$ cat config.mk
export PLATFORM = sky130hd
export DESIGN_NAME = im2col_gather_address_generator_unit_flat
export DESIGN_NICKNAME = d
export VERILOG_FILES = /design/src/rtl/im2col_agu_pkg.sv /design/src/rtl/im2col_agu_if.sv /design/src/rtl/im2col_agu_csr.sv /design/src/rtl/im2col_agu_core.sv /design/src/rtl/im2col_gather_address_generator_unit.sv /design/src/flat_wrapper.sv
export SDC_FILE = /design/constraint.sdc
export NUM_CORES = 2
export LEC_CHECK = 0
export BUFFER_PORTS_ARGS = -buffer_cell sky130_fd_sc_hd__buf_2
export CAP_MARGIN = 0
export CORE_ASPECT_RATIO = 0.8
export CORE_MARGIN = 2
export CORE_UTILIZATION = 55
export DETAILED_ROUTE_END_ITERATION = 12
export HOLD_SLACK_MARGIN = 0.08
export PLACE_DENSITY = 0.71
export SLEW_MARGIN = 20
export SYNTH_ARGS = -nofsm -noshare
export SYNTH_HDL_FRONTEND = slang
export SYNTH_HIERARCHICAL = 1
export SYNTH_SLANG_ARGS = --single-unit
$ cat constraint.sdc
create_clock -name clock -period 7.8 [get_ports clock]
set_input_delay 1.17 -clock clock [delete_from_list [all_inputs] [get_ports clock]]
set_output_delay 1.17 -clock clock [all_outputs]
set_load 0.03 [all_outputs]
$ cat src/rtl/im2col_agu_pkg.sv
package im2col_agu_pkg;

   // Defaults for the top-level parameters
   localparam int MAX_SIDE_DEF           = 4096;
   localparam int MAX_CHANNEL_BLOCKS_DEF = 512;

   // Vector geometry: one move carries LANES elements
   localparam int LANES      = 8;
   localparam int LANES_LOG2 = $clog2(LANES);

   // Field widths
   localparam int SIZE_REG_W    = 13;
   localparam int CB_REG_W      = 10;
   localparam int GEOM_W        = 32;
   localparam int NIBBLE_W      = 4;
   localparam int MOVE_W        = 41;
   localparam int SRC_OFFSET_W  = 36;
   localparam int DEST_OFFSET_W = 44;

   // Register port
   localparam int CSR_DATA_W = 32;
   localparam int CSR_ADDR_W = 5;
   localparam int REG_IDX_W  = 3;

   localparam logic [SIZE_REG_W-1:0] SIZE_RESET = SIZE_REG_W'(1);
   localparam logic [CB_REG_W-1:0]   CB_RESET   = CB_REG_W'(1);
   localparam logic [GEOM_W-1:0]     GEOM_RESET = 32'h0011_1111;

   typedef enum logic [REG_IDX_W-1:0] {
      REG_SRC_HEIGHT      = 3'd0,
      REG_SRC_WIDTH       = 3'd1,
      REG_OUT_HEIGHT      = 3'd2,
      REG_OUT_WIDTH       = 3'd3,
      REG_CHANNEL_BLOCKS  = 3'd4,
      REG_WINDOW_GEOMETRY = 3'd5
   } reg_index_type;

   typedef struct packed {
      logic [SIZE_REG_W-1:0] src_height;
      logic [SIZE_REG_W-1:0] src_width;
      logic [SIZE_REG_W-1:0] out_height;
      logic [SIZE_REG_W-1:0] out_width;
      logic [CB_REG_W-1:0]   channel_blocks;
      logic [GEOM_W-1:0]     window_geometry;
   } cfg_type;

   // Kernel, stride and dilation fields of zero count as one
   function automatic logic [NIBBLE_W-1:0] nz4(input logic [NIBBLE_W-1:0] v);
      logic [NIBBLE_W-1:0] r;
      r = (v == '0) ? NIBBLE_W'(1) : v;
      return r;
   endfunction

endpackage

$ cat src/rtl/im2col_agu_if.sv
interface im2col_agu_req_if;
   logic valid;
   logic ready;
   logic restart;

   modport source (output valid, output restart, input ready);
   modport sink   (input valid, input restart, output ready);
endinterface

interface im2col_agu_rsp_if;
   logic                                      valid;
   logic                                      ready;
   logic [im2col_agu_pkg::SRC_OFFSET_W-1:0]   source_offset;
   logic [im2col_agu_pkg::DEST_OFFSET_W-1:0]  dest_offset;
   logic                                      zero_fill;
   logic                                      last_move;

   modport source (output valid, output source_offset, output dest_offset,
                   output zero_fill, output last_move, input ready);
   modport sink   (input valid, input source_offset, input dest_offset,
                   input zero_fill, input last_move, output ready);
endinterface

$ cat src/rtl/im2col_agu_csr.sv
module im2col_agu_csr (
   input  logic                                   clock,
   input  logic                                   reset,
   input  logic                                   psel,
   input  logic                                   penable,
   input  logic                                   pwrite,
   input  logic [im2col_agu_pkg::CSR_ADDR_W-1:0]  paddr,
   input  logic [im2col_agu_pkg::CSR_DATA_W-1:0]  pwdata,
   output logic [im2col_agu_pkg::CSR_DATA_W-1:0]  prdata,
   output logic                                   pready,
   output im2col_agu_pkg::cfg_type                cfg
);

   im2col_agu_pkg::cfg_type       cfg_ff;
   im2col_agu_pkg::reg_index_type reg_idx;
   logic                          wr_en;

   assign reg_idx = im2col_agu_pkg::reg_index_type'(
                       paddr[im2col_agu_pkg::CSR_ADDR_W-1:2]);
   assign wr_en   = psel && penable && pwrite;
   assign pready  = 1'b1;
   assign cfg     = cfg_ff;

   always_ff @(posedge clock) begin
      if (reset) begin
         cfg_ff.src_height      <= im2col_agu_pkg::SIZE_RESET;
         cfg_ff.src_width       <= im2col_agu_pkg::SIZE_RESET;
         cfg_ff.out_height      <= im2col_agu_pkg::SIZE_RESET;
         cfg_ff.out_width       <= im2col_agu_pkg::SIZE_RESET;
         cfg_ff.channel_blocks  <= im2col_agu_pkg::CB_RESET;
         cfg_ff.window_geometry <= im2col_agu_pkg::GEOM_RESET;
      end else if (wr_en) begin
         case (reg_idx)
            im2col_agu_pkg::REG_SRC_HEIGHT: begin
               cfg_ff.src_height <= pwdata[im2col_agu_pkg::SIZE_REG_W-1:0];
            end
            im2col_agu_pkg::REG_SRC_WIDTH: begin
               cfg_ff.src_width <= pwdata[im2col_agu_pkg::SIZE_REG_W-1:0];
            end
            im2col_agu_pkg::REG_OUT_HEIGHT: begin
               cfg_ff.out_height <= pwdata[im2col_agu_pkg::SIZE_REG_W-1:0];
            end
            im2col_agu_pkg::REG_OUT_WIDTH: begin
               cfg_ff.out_width <= pwdata[im2col_agu_pkg::SIZE_REG_W-1:0];
            end
            im2col_agu_pkg::REG_CHANNEL_BLOCKS: begin
               cfg_ff.channel_blocks <= pwdata[im2col_agu_pkg::CB_REG_W-1:0];
            end
            im2col_agu_pkg::REG_WINDOW_GEOMETRY: begin
               cfg_ff.window_geometry <= pwdata[im2col_agu_pkg::GEOM_W-1:0];
            end
            default: begin
            end
         endcase
      end
   end

   always_comb begin
      prdata = '0;
      case (reg_idx)
         im2col_agu_pkg::REG_SRC_HEIGHT: begin
            prdata = im2col_agu_pkg::CSR_DATA_W'(cfg_ff.src_height);
         end
         im2col_agu_pkg::REG_SRC_WIDTH: begin
            prdata = im2col_agu_pkg::CSR_DATA_W'(cfg_ff.src_width);
         end
         im2col_agu_pkg::REG_OUT_HEIGHT: begin
            prdata = im2col_agu_pkg::CSR_DATA_W'(cfg_ff.out_height);
         end
         im2col_agu_pkg::REG_OUT_WIDTH: begin
            prdata = im2col_agu_pkg::CSR_DATA_W'(cfg_ff.out_width);
         end
         im2col_agu_pkg::REG_CHANNEL_BLOCKS: begin
            prdata = im2col_agu_pkg::CSR_DATA_W'(cfg_ff.channel_blocks);
         end
         im2col_agu_pkg::REG_WINDOW_GEOMETRY: begin
            prdata = im2col_agu_pkg::CSR_DATA_W'(cfg_ff.window_geometry);
         end
         default: begin
            prdata = '0;
         end
      endcase
   end

endmodule

$ cat src/rtl/im2col_agu_core.sv
module im2col_agu_core #(
   parameter int MAX_SIDE           = im2col_agu_pkg::MAX_SIDE_DEF,
   parameter int MAX_CHANNEL_BLOCKS = im2col_agu_pkg::MAX_CHANNEL_BLOCKS_DEF
) (
   input  logic                                      clock,
   input  logic                                      reset,
   input  im2col_agu_pkg::cfg_type                   cfg,
   input  logic                                      in_valid,
   output logic                                      in_ready,
   input  logic                                      in_restart,
   output logic                                      out_valid,
   input  logic                                      out_ready,
   output logic [im2col_agu_pkg::SRC_OFFSET_W-1:0]   out_source_offset,
   output logic [im2col_agu_pkg::DEST_OFFSET_W-1:0]  out_dest_offset,
   output logic                                      out_zero_fill,
   output logic                                      out_last_move
);

   localparam int SIDE_W = $clog2(MAX_SIDE);
   localparam int LIM_W  = SIDE_W + 1;
   localparam int CB_W   = (MAX_CHANNEL_BLOCKS > 1) ? $clog2(MAX_CHANNEL_BLOCKS) : 1;
   localparam int CBL_W  = CB_W + 1;
   localparam int NIB_W  = im2col_agu_pkg::NIBBLE_W;
   localparam int KL_W   = NIB_W + 1;
   localparam int MV_W   = im2col_agu_pkg::MOVE_W;
   localparam int ROW_W  = SIDE_W + NIB_W + 1;
   localparam int TW     = CB_W + LIM_W + 1;
   localparam int PIX_W  = TW + LIM_W + 1;
   localparam int SRC_W  = im2col_agu_pkg::SRC_OFFSET_W;
   localparam int DST_W  = im2col_agu_pkg::DEST_OFFSET_W;
   localparam int LG     = im2col_agu_pkg::LANES_LOG2;

   function automatic logic [LIM_W-1:0] clamp_side(
      input logic [im2col_agu_pkg::SIZE_REG_W-1:0] v);
      logic [LIM_W-1:0] r;
      if (v == '0) begin
         r = LIM_W'(1);
      end else if (32'(v) > 32'(MAX_SIDE)) begin
         r = LIM_W'(MAX_SIDE);
      end else begin
         r = LIM_W'(v);
      end
      return r;
   endfunction

   function automatic logic [CBL_W-1:0] clamp_cb(
      input logic [im2col_agu_pkg::CB_REG_W-1:0] v);
      logic [CBL_W-1:0] r;
      if (v == '0) begin
         r = CBL_W'(1);
      end else if (32'(v) > 32'(MAX_CHANNEL_BLOCKS)) begin
         r = CBL_W'(MAX_CHANNEL_BLOCKS);
      end else begin
         r = CBL_W'(v);
      end
      return r;
   endfunction

   // Geometry decoded from the registers
   logic [LIM_W-1:0] sh_lim, sw_lim, oh_lim, ow_lim;
   logic [CBL_W-1:0] cb_lim;
   logic [NIB_W-1:0] kh, kw, sth, stw, dh, dw, ph, pw;

   assign sh_lim = clamp_side(cfg.src_height);
   assign sw_lim = clamp_side(cfg.src_width);
   assign oh_lim = clamp_side(cfg.out_height);
   assign ow_lim = clamp_side(cfg.out_width);
   assign cb_lim = clamp_cb(cfg.channel_blocks);
   assign kh  = im2col_agu_pkg::nz4(cfg.window_geometry[0*NIB_W +: NIB_W]);
   assign kw  = im2col_agu_pkg::nz4(cfg.window_geometry[1*NIB_W +: NIB_W]);
   assign sth = im2col_agu_pkg::nz4(cfg.window_geometry[2*NIB_W +: NIB_W]);
   assign stw = im2col_agu_pkg::nz4(cfg.window_geometry[3*NIB_W +: NIB_W]);
   assign dh  = im2col_agu_pkg::nz4(cfg.window_geometry[4*NIB_W +: NIB_W]);
   assign dw  = im2col_agu_pkg::nz4(cfg.window_geometry[5*NIB_W +: NIB_W]);
   assign ph  = cfg.window_geometry[6*NIB_W +: NIB_W];
   assign pw  = cfg.window_geometry[7*NIB_W +: NIB_W];

   // Handshake chain
   logic s1_v_ff, s2_v_ff, s3_v_ff, out_v_ff;
   logic rdy1, rdy2, rdy3, rdy_o, accept;

   assign rdy_o    = !out_v_ff || out_ready;
   assign rdy3     = !s3_v_ff || rdy_o;
   assign rdy2     = !s2_v_ff || rdy3;
   assign rdy1     = !s1_v_ff || rdy2;
   assign in_ready = rdy1;
   assign accept   = in_valid && rdy1;

   // Position counters
   logic [CB_W-1:0]   cb_ff, cb_in, cur_cb;
   logic [NIB_W-1:0]  kr_ff, kr_in, cur_kr, kc_ff, kc_in, cur_kc;
   logic [SIDE_W-1:0] or_ff, or_in, cur_or, oc_ff, oc_in, cur_oc;
   logic [MV_W-1:0]   mv_ff, mv_in, cur_mv;
   logic              cb_wrap, kr_wrap, kc_wrap, or_wrap, oc_wrap, cur_last;

   always_comb begin
      cur_cb = in_restart ? '0 : cb_ff;
      cur_kr = in_restart ? '0 : kr_ff;
      cur_kc = in_restart ? '0 : kc_ff;
      cur_or = in_restart ? '0 : or_ff;
      cur_oc = in_restart ? '0 : oc_ff;
      cur_mv = in_restart ? '0 : mv_ff;

      cb_wrap = (CBL_W'(cur_cb) + CBL_W'(1)) >= cb_lim;
      kr_wrap = (KL_W'(cur_kr) + KL_W'(1)) >= KL_W'(kh);
      kc_wrap = (KL_W'(cur_kc) + KL_W'(1)) >= KL_W'(kw);
      or_wrap = (LIM_W'(cur_or) + LIM_W'(1)) >= oh_lim;
      oc_wrap = (LIM_W'(cur_oc) + LIM_W'(1)) >= ow_lim;
      cur_last = cb_wrap && kr_wrap && kc_wrap && or_wrap && oc_wrap;

      cb_in = cur_cb;
      kr_in = cur_kr;
      kc_in = cur_kc;
      or_in = cur_or;
      oc_in = cur_oc;
      mv_in = cur_mv + MV_W'(1);
      if (cur_last) begin
         cb_in = '0;
         kr_in = '0;
         kc_in = '0;
         or_in = '0;
         oc_in = '0;
         mv_in = '0;
      end else begin
         oc_in = oc_wrap ? '0 : cur_oc + SIDE_W'(1);
         if (oc_wrap) begin
            or_in = or_wrap ? '0 : cur_or + SIDE_W'(1);
            if (or_wrap) begin
               kc_in = kc_wrap ? '0 : cur_kc + NIB_W'(1);
               if (kc_wrap) begin
                  kr_in = kr_wrap ? '0 : cur_kr + NIB_W'(1);
                  if (kr_wrap) begin
                     cb_in = cb_wrap ? '0 : cur_cb + CB_W'(1);
                  end
               end
            end
         end
      end
   end

   always_ff @(posedge clock) begin
      if (reset) begin
         cb_ff <= '0;
         kr_ff <= '0;
         kc_ff <= '0;
         or_ff <= '0;
         oc_ff <= '0;
         mv_ff <= '0;
      end else if (accept) begin
         cb_ff <= cb_in;
         kr_ff <= kr_in;
         kc_ff <= kc_in;
         or_ff <= or_in;
         oc_ff <= oc_in;
         mv_ff <= mv_in;
      end
   end

   // Stage payloads
   logic [CB_W-1:0]   s1_cb_ff, s2_cb_ff;
   logic [NIB_W-1:0]  s1_kr_ff, s1_kc_ff;
   logic [SIDE_W-1:0] s1_or_ff, s1_oc_ff, s2_ih_ff, s2_iw_ff, s3_iw_ff;
   logic [MV_W-1:0]   s1_mv_ff, s2_mv_ff, s3_mv_ff;
   logic              s1_last_ff, s2_last_ff, s3_last_ff;
   logic              s2_zero_ff, s3_zero_ff;
   logic [TW-1:0]     s3_t_ff;
   logic [SRC_W-1:0]  src_ff;
   logic [DST_W-1:0]  dest_ff;
   logic              zero_ff, last_ff;

   // Stage 1: input row and column, padding test
   logic [ROW_W-1:0]  row_sum, col_sum;
   logic              row_out, col_out;
   logic [SIDE_W-1:0] ih_in, iw_in;

   always_comb begin
      row_sum = ROW_W'(s1_or_ff) * ROW_W'(sth) + ROW_W'(s1_kr_ff) * ROW_W'(dh);
      col_sum = ROW_W'(s1_oc_ff) * ROW_W'(stw) + ROW_W'(s1_kc_ff) * ROW_W'(dw);
      row_out = (row_sum < ROW_W'(ph)) || ((row_sum - ROW_W'(ph)) >= ROW_W'(sh_lim));
      col_out = (col_sum < ROW_W'(pw)) || ((col_sum - ROW_W'(pw)) >= ROW_W'(sw_lim));
      ih_in   = SIDE_W'(row_sum - ROW_W'(ph));
      iw_in   = SIDE_W'(col_sum - ROW_W'(pw));
   end

   // Stage 2: row index within the channel block plane
   logic [TW-1:0] t_in;
   assign t_in = TW'(s2_cb_ff) * TW'(sh_lim) + TW'(s2_ih_ff);

   // Stage 3: pixel index, scaled to elements
   logic [PIX_W-1:0] pix;
   logic [SRC_W-1:0] src_in;
   logic [DST_W-1:0] dest_in;
   assign pix     = PIX_W'(s3_t_ff) * PIX_W'(sw_lim) + PIX_W'(s3_iw_ff);
   assign src_in  = s3_zero_ff ? '0 : SRC_W'({pix, {LG{1'b0}}});
   assign dest_in = DST_W'({s3_mv_ff, {LG{1'b0}}});

   always_ff @(posedge clock) begin
      if (reset) begin
         s1_v_ff  <= 1'b0;
         s2_v_ff  <= 1'b0;
         s3_v_ff  <= 1'b0;
         out_v_ff <= 1'b0;
      end else begin
         if (rdy1) begin
            s1_v_ff <= in_valid;
         end
         if (rdy2) begin
            s2_v_ff <= s1_v_ff;
         end
         if (rdy3) begin
            s3_v_ff <= s2_v_ff;
         end
         if (rdy_o) begin
            out_v_ff <= s3_v_ff;
         end
      end
   end

   always_ff @(posedge clock) begin
      if (accept) begin
         s1_cb_ff   <= cur_cb;
         s1_kr_ff   <= cur_kr;
         s1_kc_ff   <= cur_kc;
         s1_or_ff   <= cur_or;
         s1_oc_ff   <= cur_oc;
         s1_mv_ff   <= cur_mv;
         s1_last_ff <= cur_last;
      end
      if (rdy2 && s1_v_ff) begin
         s2_cb_ff   <= s1_cb_ff;
         s2_ih_ff   <= ih_in;
         s2_iw_ff   <= iw_in;
         s2_zero_ff <= row_out || col_out;
         s2_mv_ff   <= s1_mv_ff;
         s2_last_ff <= s1_last_ff;
      end
      if (rdy3 && s2_v_ff) begin
         s3_t_ff    <= t_in;
         s3_iw_ff   <= s2_iw_ff;
         s3_zero_ff <= s2_zero_ff;
         s3_mv_ff   <= s2_mv_ff;
         s3_last_ff <= s2_last_ff;
      end
      if (rdy_o && s3_v_ff) begin
         src_ff  <= src_in;
         dest_ff <= dest_in;
         zero_ff <= s3_zero_ff;
         last_ff <= s3_last_ff;
      end
   end

   assign out_valid         = out_v_ff;
   assign out_source_offset = src_ff;
   assign out_dest_offset   = dest_ff;
   assign out_zero_fill     = zero_ff;
   assign out_last_move     = last_ff;

endmodule

$ cat src/rtl/im2col_gather_address_generator_unit.sv
// im2col gather address generator for an image stored in blocks of eight
// channels. Each item on req_chan asks for one move of an eight-lane vector
// (restart=1 begins at the first move, restart=0 takes the next one) and
// yields exactly one item on rsp_chan: the source element offset (0 when the
// position lies in the padding and zero_fill is set), the destination offset
// in the column buffer, and last_move on the final move, after which the
// enumeration wraps to its start. Order is channel block, kernel row, kernel
// column, then output pixel in row-major order. The block takes one item
// every clock unless rsp_chan stalls; a result passes through four registers
// after its item is accepted: the counter snapshot, the padding test, and
// the two address multiplies, each of which has a stage of its own. Stalls on
// rsp_chan squeeze out empty stages first, so up to four items sit in flight.
// Program the registers over the APB port only while no item is in flight.
module im2col_gather_address_generator_unit #(
   parameter int MAX_SIDE           = im2col_agu_pkg::MAX_SIDE_DEF,
   parameter int MAX_CHANNEL_BLOCKS = im2col_agu_pkg::MAX_CHANNEL_BLOCKS_DEF
) (
   input  logic                                   clock,
   input  logic                                   reset,
   im2col_agu_req_if.sink                         req_chan,
   im2col_agu_rsp_if.source                       rsp_chan,
   input  logic                                   psel,
   input  logic                                   penable,
   input  logic                                   pwrite,
   input  logic [im2col_agu_pkg::CSR_ADDR_W-1:0]  paddr,
   input  logic [im2col_agu_pkg::CSR_DATA_W-1:0]  pwdata,
   output logic [im2col_agu_pkg::CSR_DATA_W-1:0]  prdata,
   output logic                                   pready
);

   // Live configuration; the user must keep it stable while items are in flight, the block does not enforce it
   im2col_agu_pkg::cfg_type cfg;

   im2col_agu_csr u_csr (
      .clock   (clock),
      .reset   (reset),
      .psel    (psel),
      .penable (penable),
      .pwrite  (pwrite),
      .paddr   (paddr),
      .pwdata  (pwdata),
      .prdata  (prdata),
      .pready  (pready),
      .cfg     (cfg)
   );

   // Counters advance at acceptance; the address math follows in stages
   im2col_agu_core #(
      .MAX_SIDE           (MAX_SIDE),
      .MAX_CHANNEL_BLOCKS (MAX_CHANNEL_BLOCKS)
   ) u_core (
      .clock             (clock),
      .reset             (reset),
      .cfg               (cfg),
      .in_valid          (req_chan.valid),
      .in_ready          (req_chan.ready),
      .in_restart        (req_chan.restart),
      .out_valid         (rsp_chan.valid),
      .out_ready         (rsp_chan.ready),
      .out_source_offset (rsp_chan.source_offset),
      .out_dest_offset   (rsp_chan.dest_offset),
      .out_zero_fill     (rsp_chan.zero_fill),
      .out_last_move     (rsp_chan.last_move)
   );

`ifndef NO_ASSERTIONS
   // A padded position never carries a source address
   a_zero_no_src: assert property (@(posedge clock) disable iff (reset)
      rsp_chan.valid && rsp_chan.zero_fill |-> rsp_chan.source_offset == '0)
      else $error("zero-filled item carries a nonzero source offset");

   // With nothing waiting at the output, the stage chain must take an item
   a_ready_when_drained: assert property (@(posedge clock) disable iff (reset)
      !rsp_chan.valid |-> req_chan.ready)
      else $error("input stalled while the output is empty");

   // Reset flushes every stage
   a_reset_flush: assert property (@(posedge clock)
      reset |=> !rsp_chan.valid)
      else $error("result valid right after reset");
`endif

endmodule
$ cat src/flat_wrapper.sv
// flat-port wrapper written by rule: the top's interface ports become plain ports
module im2col_gather_address_generator_unit_flat 
#(
   parameter int MAX_SIDE           = im2col_agu_pkg::MAX_SIDE_DEF,
   parameter int MAX_CHANNEL_BLOCKS = im2col_agu_pkg::MAX_CHANNEL_BLOCKS_DEF
)
  (clock, reset, psel, penable, pwrite, paddr, pwdata, prdata, pready, req_chan_valid, req_chan_restart, req_chan_ready, rsp_chan_valid, rsp_chan_source_offset, rsp_chan_dest_offset, rsp_chan_zero_fill, rsp_chan_last_move, rsp_chan_ready);
  im2col_agu_req_if req_chan_i ();
  im2col_agu_rsp_if rsp_chan_i ();
  input  logic clock;
  input  logic reset;
  input  logic psel;
  input  logic penable;
  input  logic pwrite;
  input  logic [im2col_agu_pkg::CSR_ADDR_W-1:0] paddr;
  input  logic [im2col_agu_pkg::CSR_DATA_W-1:0] pwdata;
  output logic [im2col_agu_pkg::CSR_DATA_W-1:0] prdata;
  output logic pready;
  input wire logic [$bits(req_chan_i.valid)-1:0] req_chan_valid;
  input wire logic [$bits(req_chan_i.restart)-1:0] req_chan_restart;
  output wire logic [$bits(req_chan_i.ready)-1:0] req_chan_ready;
  output wire logic [$bits(rsp_chan_i.valid)-1:0] rsp_chan_valid;
  output wire logic [$bits(rsp_chan_i.source_offset)-1:0] rsp_chan_source_offset;
  output wire logic [$bits(rsp_chan_i.dest_offset)-1:0] rsp_chan_dest_offset;
  output wire logic [$bits(rsp_chan_i.zero_fill)-1:0] rsp_chan_zero_fill;
  output wire logic [$bits(rsp_chan_i.last_move)-1:0] rsp_chan_last_move;
  input wire logic [$bits(rsp_chan_i.ready)-1:0] rsp_chan_ready;
  assign req_chan_i.valid = req_chan_valid;
  assign req_chan_i.restart = req_chan_restart;
  assign req_chan_ready = req_chan_i.ready;
  assign rsp_chan_valid = rsp_chan_i.valid;
  assign rsp_chan_source_offset = rsp_chan_i.source_offset;
  assign rsp_chan_dest_offset = rsp_chan_i.dest_offset;
  assign rsp_chan_zero_fill = rsp_chan_i.zero_fill;
  assign rsp_chan_last_move = rsp_chan_i.last_move;
  assign rsp_chan_i.ready = rsp_chan_ready;
  im2col_gather_address_generator_unit #(.MAX_SIDE(MAX_SIDE), .MAX_CHANNEL_BLOCKS(MAX_CHANNEL_BLOCKS)) u_core (.clock(clock), .reset(reset), .req_chan(req_chan_i), .rsp_chan(rsp_chan_i), .psel(psel), .penable(penable), .pwrite(pwrite), .paddr(paddr), .pwdata(pwdata), .prdata(prdata), .pready(pready));
endmodule
==> flow_summary_export.csv <==
group,metric,value,unit
pwr,ir_drop,0.166,mV
synthesis,synth-edff-count,313,
sta,drv_slew,0,
clock_tree,cts_tree,"done",
critical_path,path_class,"reg -> reg",
clock_tree,htree_num_levels,2,
placed_design,post-dp-hpwl,74100,µm
floorplan,die_x,306,µm
min_path,min_path_type,"reg -> reg",
synthesis,yosys.area.top_type,"edfxtp_1",
synthesis,synth-seq-cells,493,
detailed_routing,via_per_inst,5.64,
synthesis,syn_area_per_cell,9.97,µm²
synthesis,synthFlopType,"edfxtp_1",
floorplan,die_area,0.0752,mm²
cells_and_area,syn_to_final_growth,8.43,%
floorplan,start_util,55.6,%
clock_tree,numCtsBuffers,53,
cells_and_area,nets,4888,
critical_path,critPathTopFamily,"adder cells",
critical_path,end_kind,"flop",
critical_path,cp.arrival,7.71,ns
floorplan,num_rows,88,
sta,max_clock_freq,136,MHz
clock_tree,postCtsResizedCells,0,
sta,fin_crit,7.33,ns
clock_tree,worstSkewPairLatency,0.63,ns
detailed_routing,drcViolationCount,0,
floorplan,die_y,246,µm
global_route,first_global_vias,28300,
detailed_routing,drt-pass1-iter-count,6,
critical_path,required,8.18,ns
synthesis,synth-simple-area-share,17.0,%
flow_run,maxCapViolCount,0,
floorplan,core_area,0.0722,mm²
critical_path,slowest_stage,"fa_1",
sta,worst_pin_slew,1.03,ns
critical_path,cp_num_buf_inv,7,
synthesis,yosys_warnings,6,
synthesis,synth_xor_area_share,3.38,%
placed_design,port-buffer-count,152,
detailed_routing,vias,28800,
detailed_routing,wl_per_cell,18.9,µm
detailed_routing,wl,96700,µm
global_route,grt_max_degree,100,
status,status,"finished clean",
placed_design,place_congestion,0.907,
synthesis,synthMuxAreaShare,2.19,%
synthesis,synth_cells,4030,
clock_tree,cts_buffer_depth,3,
global_route,overflow,0,
detailed_routing,drtAntennaViolNets,0,
pwr,p_leak,19.4,nW
synthesis,yosysSeqAreaShare,32.4,%
synthesis,synth_top_area_share,23.4,%
synthesis,synth_adder_area_share,29.9,%
synthesis,yosys-top-cells-area,"edfxtp_1, fa_1, ha_1",
global_route,grt_usage,26.2,%
global_route,grt_pass1_wl,156000,µm
cells_and_area,drive_gt1_share,8.82,%
cells_and_area,postLayoutCoreUtil,60.3,%
critical_path,cpPeakStageDelay,0.53,ns
pwr,power.density,139,mW/mm²
clock_tree,cts_setup_buffers,0,
sta,slew_headroom,29.3,%
synthesis,synth-compound-area-share,8.10,%
sta,finalCritPeriodShare,94.0,%
sta,finalHoldViolCount,0,
synthesis,synthDistinctLibCells,100,
floorplan,io-pin-count,162,
global_route,grt_antenna_before_repair,6,
clock_tree,postCtsHoldBufs,0,
clock_tree,clkTransAtPathRegs,0.07,ns
sta,setup_violations,0,
synthesis,synthesis.area,0.0402,mm²
clock_tree,cts.sinks,493,
critical_path,critPathMaxFanout,24,
synthesis,ys_async_sr_fraction,0,%
synthesis,synth_top_family_by_area,"adder cells",
detailed_routing,drt_iter0_markers,2716,
clock_tree,cts-root-buf,"clkbuf_16",
sta,tns,0,ns
sta,fin_skew,0.0214,ns
sta,rsz0062_at_grt,"false",
critical_path,worst-r2r-setup-slack,0.47,ns
critical_path,start_kind,"flop",
-- per-layer routing --
layer,part of all wire [%],global-route usage [%],vias to the layer above
li1,-,-,13500
met1,48,41.1,14100
met2,41,37.6,1095
met5,0,0,-
met4,2.2,6.44,0
met3,7.9,4.09,133
-- metrics by stage --
stage | hold slack, ns | setup WS [ns] | instances | instance area (µm²) | power, mW
floorplan | 0.400 | 0.251 | 4035 | 40200 | 3.46
global placement | 0.401 | 0.280 | 5010 | 41900 | 3.64
detailed placement | 0.405 | 0.196 | 5010 | 41900 | 3.65
CTS | 0.419 | 0.173 | 5108 | 43600 | 6.11
global route | 0.422 | 0.0845 | 5108 | 43600 | 6.31
finish | 0.417 | 0.467 | 5109 | 43600 | 6.07
-- flip-flops by register name, indices dropped and copies added, names as in the netlist, 12 cells and up --
register / count
u_core/u_core/mv_ff: 41
u_core/u_core/oc_ff: 12
u_core/u_core/or_ff: 12
u_core/u_core/out_dest_offset: 41
u_core/u_core/out_source_offset: 33
u_core/u_core/s1_mv_ff: 41
u_core/u_core/s1_oc_ff: 12
u_core/u_core/s1_or_ff: 12
u_core/u_core/s2_ih_ff: 12
u_core/u_core/s2_iw_ff: 12
u_core/u_core/s2_mv_ff: 41
u_core/u_core/s3_iw_ff: 12
u_core/u_core/s3_mv_ff: 41
u_core/u_core/s3_t_ff: 23
u_core/u_csr/cfg: 94
-- cell usage after synthesis, types with 5 or more instances --
cell       count
nand4_1       24
ha_1         325
nor4_1        23
clkbuf_1     128
buf_4         13
buf_1          6
fa_1         398
a221oi_1       6
and3_1        50
nand4b_1       7
mux2_2        15
inv_1        547
and4_1         7
nand3_1       92
edfxtp_1     313
xor2_1        69
a211oi_1      14
buf_2         23
nand2_1      506
o21a_1        21
nor3_1        33
xnor2_1       86
o221ai_1       5
o21bai_1       7
o21ai_0      116
o22ai_1        5
o21ai_1       20
a22oi_1       22
and2_1       187
or2_2          8
a211o_1        5
nand2b_1      83
nor2b_1      128
a21o_1        53
o211ai_1      11
mux2i_1       70
dfxtp_1      180
nor2_1       150
a2111oi_0      6
or3_1          7
a22o_1        15
a31oi_1       20
a21oi_1      117
o31ai_1        9
-- cells in the final DEF, fill, tap and decap left out, types with 8 or more instances in the layout --
cell type and count:
mux2i_1 70, xnor2_1 86, a22oi_1 22, o21a_1 21
or2_2 8, nand3_1 92, and3_1 50, buf_4 55
xor2_1 69, clkinv_2 14, o211ai_1 11, clkbuf_16 54
nor2_1 148, nor4_1 23, nor2b_1 115, a22o_1 15
and2_1 187, ha_1 325, a21oi_1 117, dfxtp_1 180
nand4_1 24, nand2_1 506, nor2b_2 11, fa_1 398
o21ai_1 20, mux2_2 15, buf_2 150, o21ai_0 116
nand2b_1 83, o31ai_1 8, a31oi_1 20, a211oi_1 14
inv_1 546, a21o_1 53, edfxtp_1 313, nor3_1 33
clkinv_1 11
-- final cells by class --
cell class                 count  area (µm²)
timing repair buffer         205        1160
clock buffer                  64        1420
fill                        6055       28700
sequential                   493       13000
clock inverter                34         278
antenna                        1        2.50
multi-input combinational   2818       24500
inverter                     549        2060
tap                          945        1180
-- worst paths after layout --
| kind | startpoint | endpoint | depth (start not counted) |
|---|---|---|---|
| max | u_core/u_csr/cfg[80] | u_core/u_core/out_source_offset[33] | 25 |
| min | u_core/u_core/s1_mv_ff[10] | u_core/u_core/s2_mv_ff[10] | 0 |
| max reg2reg | u_core/u_csr/cfg[80] | u_core/u_core/out_source_offset[33] | 25 |
| min reg2reg | u_core/u_core/s1_mv_ff[10] | u_core/u_core/s2_mv_ff[10] | 0 |
-- logic make-up (layout without fill, tap and decap cells) --
kind of cell | count (synthesis) | in the layout
simple gates | 1346 | 1346
buf+inv | 724 | 852
fa+ha+maj | 723 | 723
compound gates | 501 | 501
flops | 493 | 493
xor+xnor | 155 | 155
mux | 86 | 86
other cells | 2 | 8
-- power by group --
part	leakage [nW]	internal [mW]	total (mW)	switching (mW)
Combinational	14.2	0.257	0.712	0.455
Clock	0.839	1.37	2.46	1.09
Sequential	4.39	2.84	2.90	0.0548
Total	19.4	4.47	6.07	1.60
Note: power is estimated with default switching activity, not from simulation.
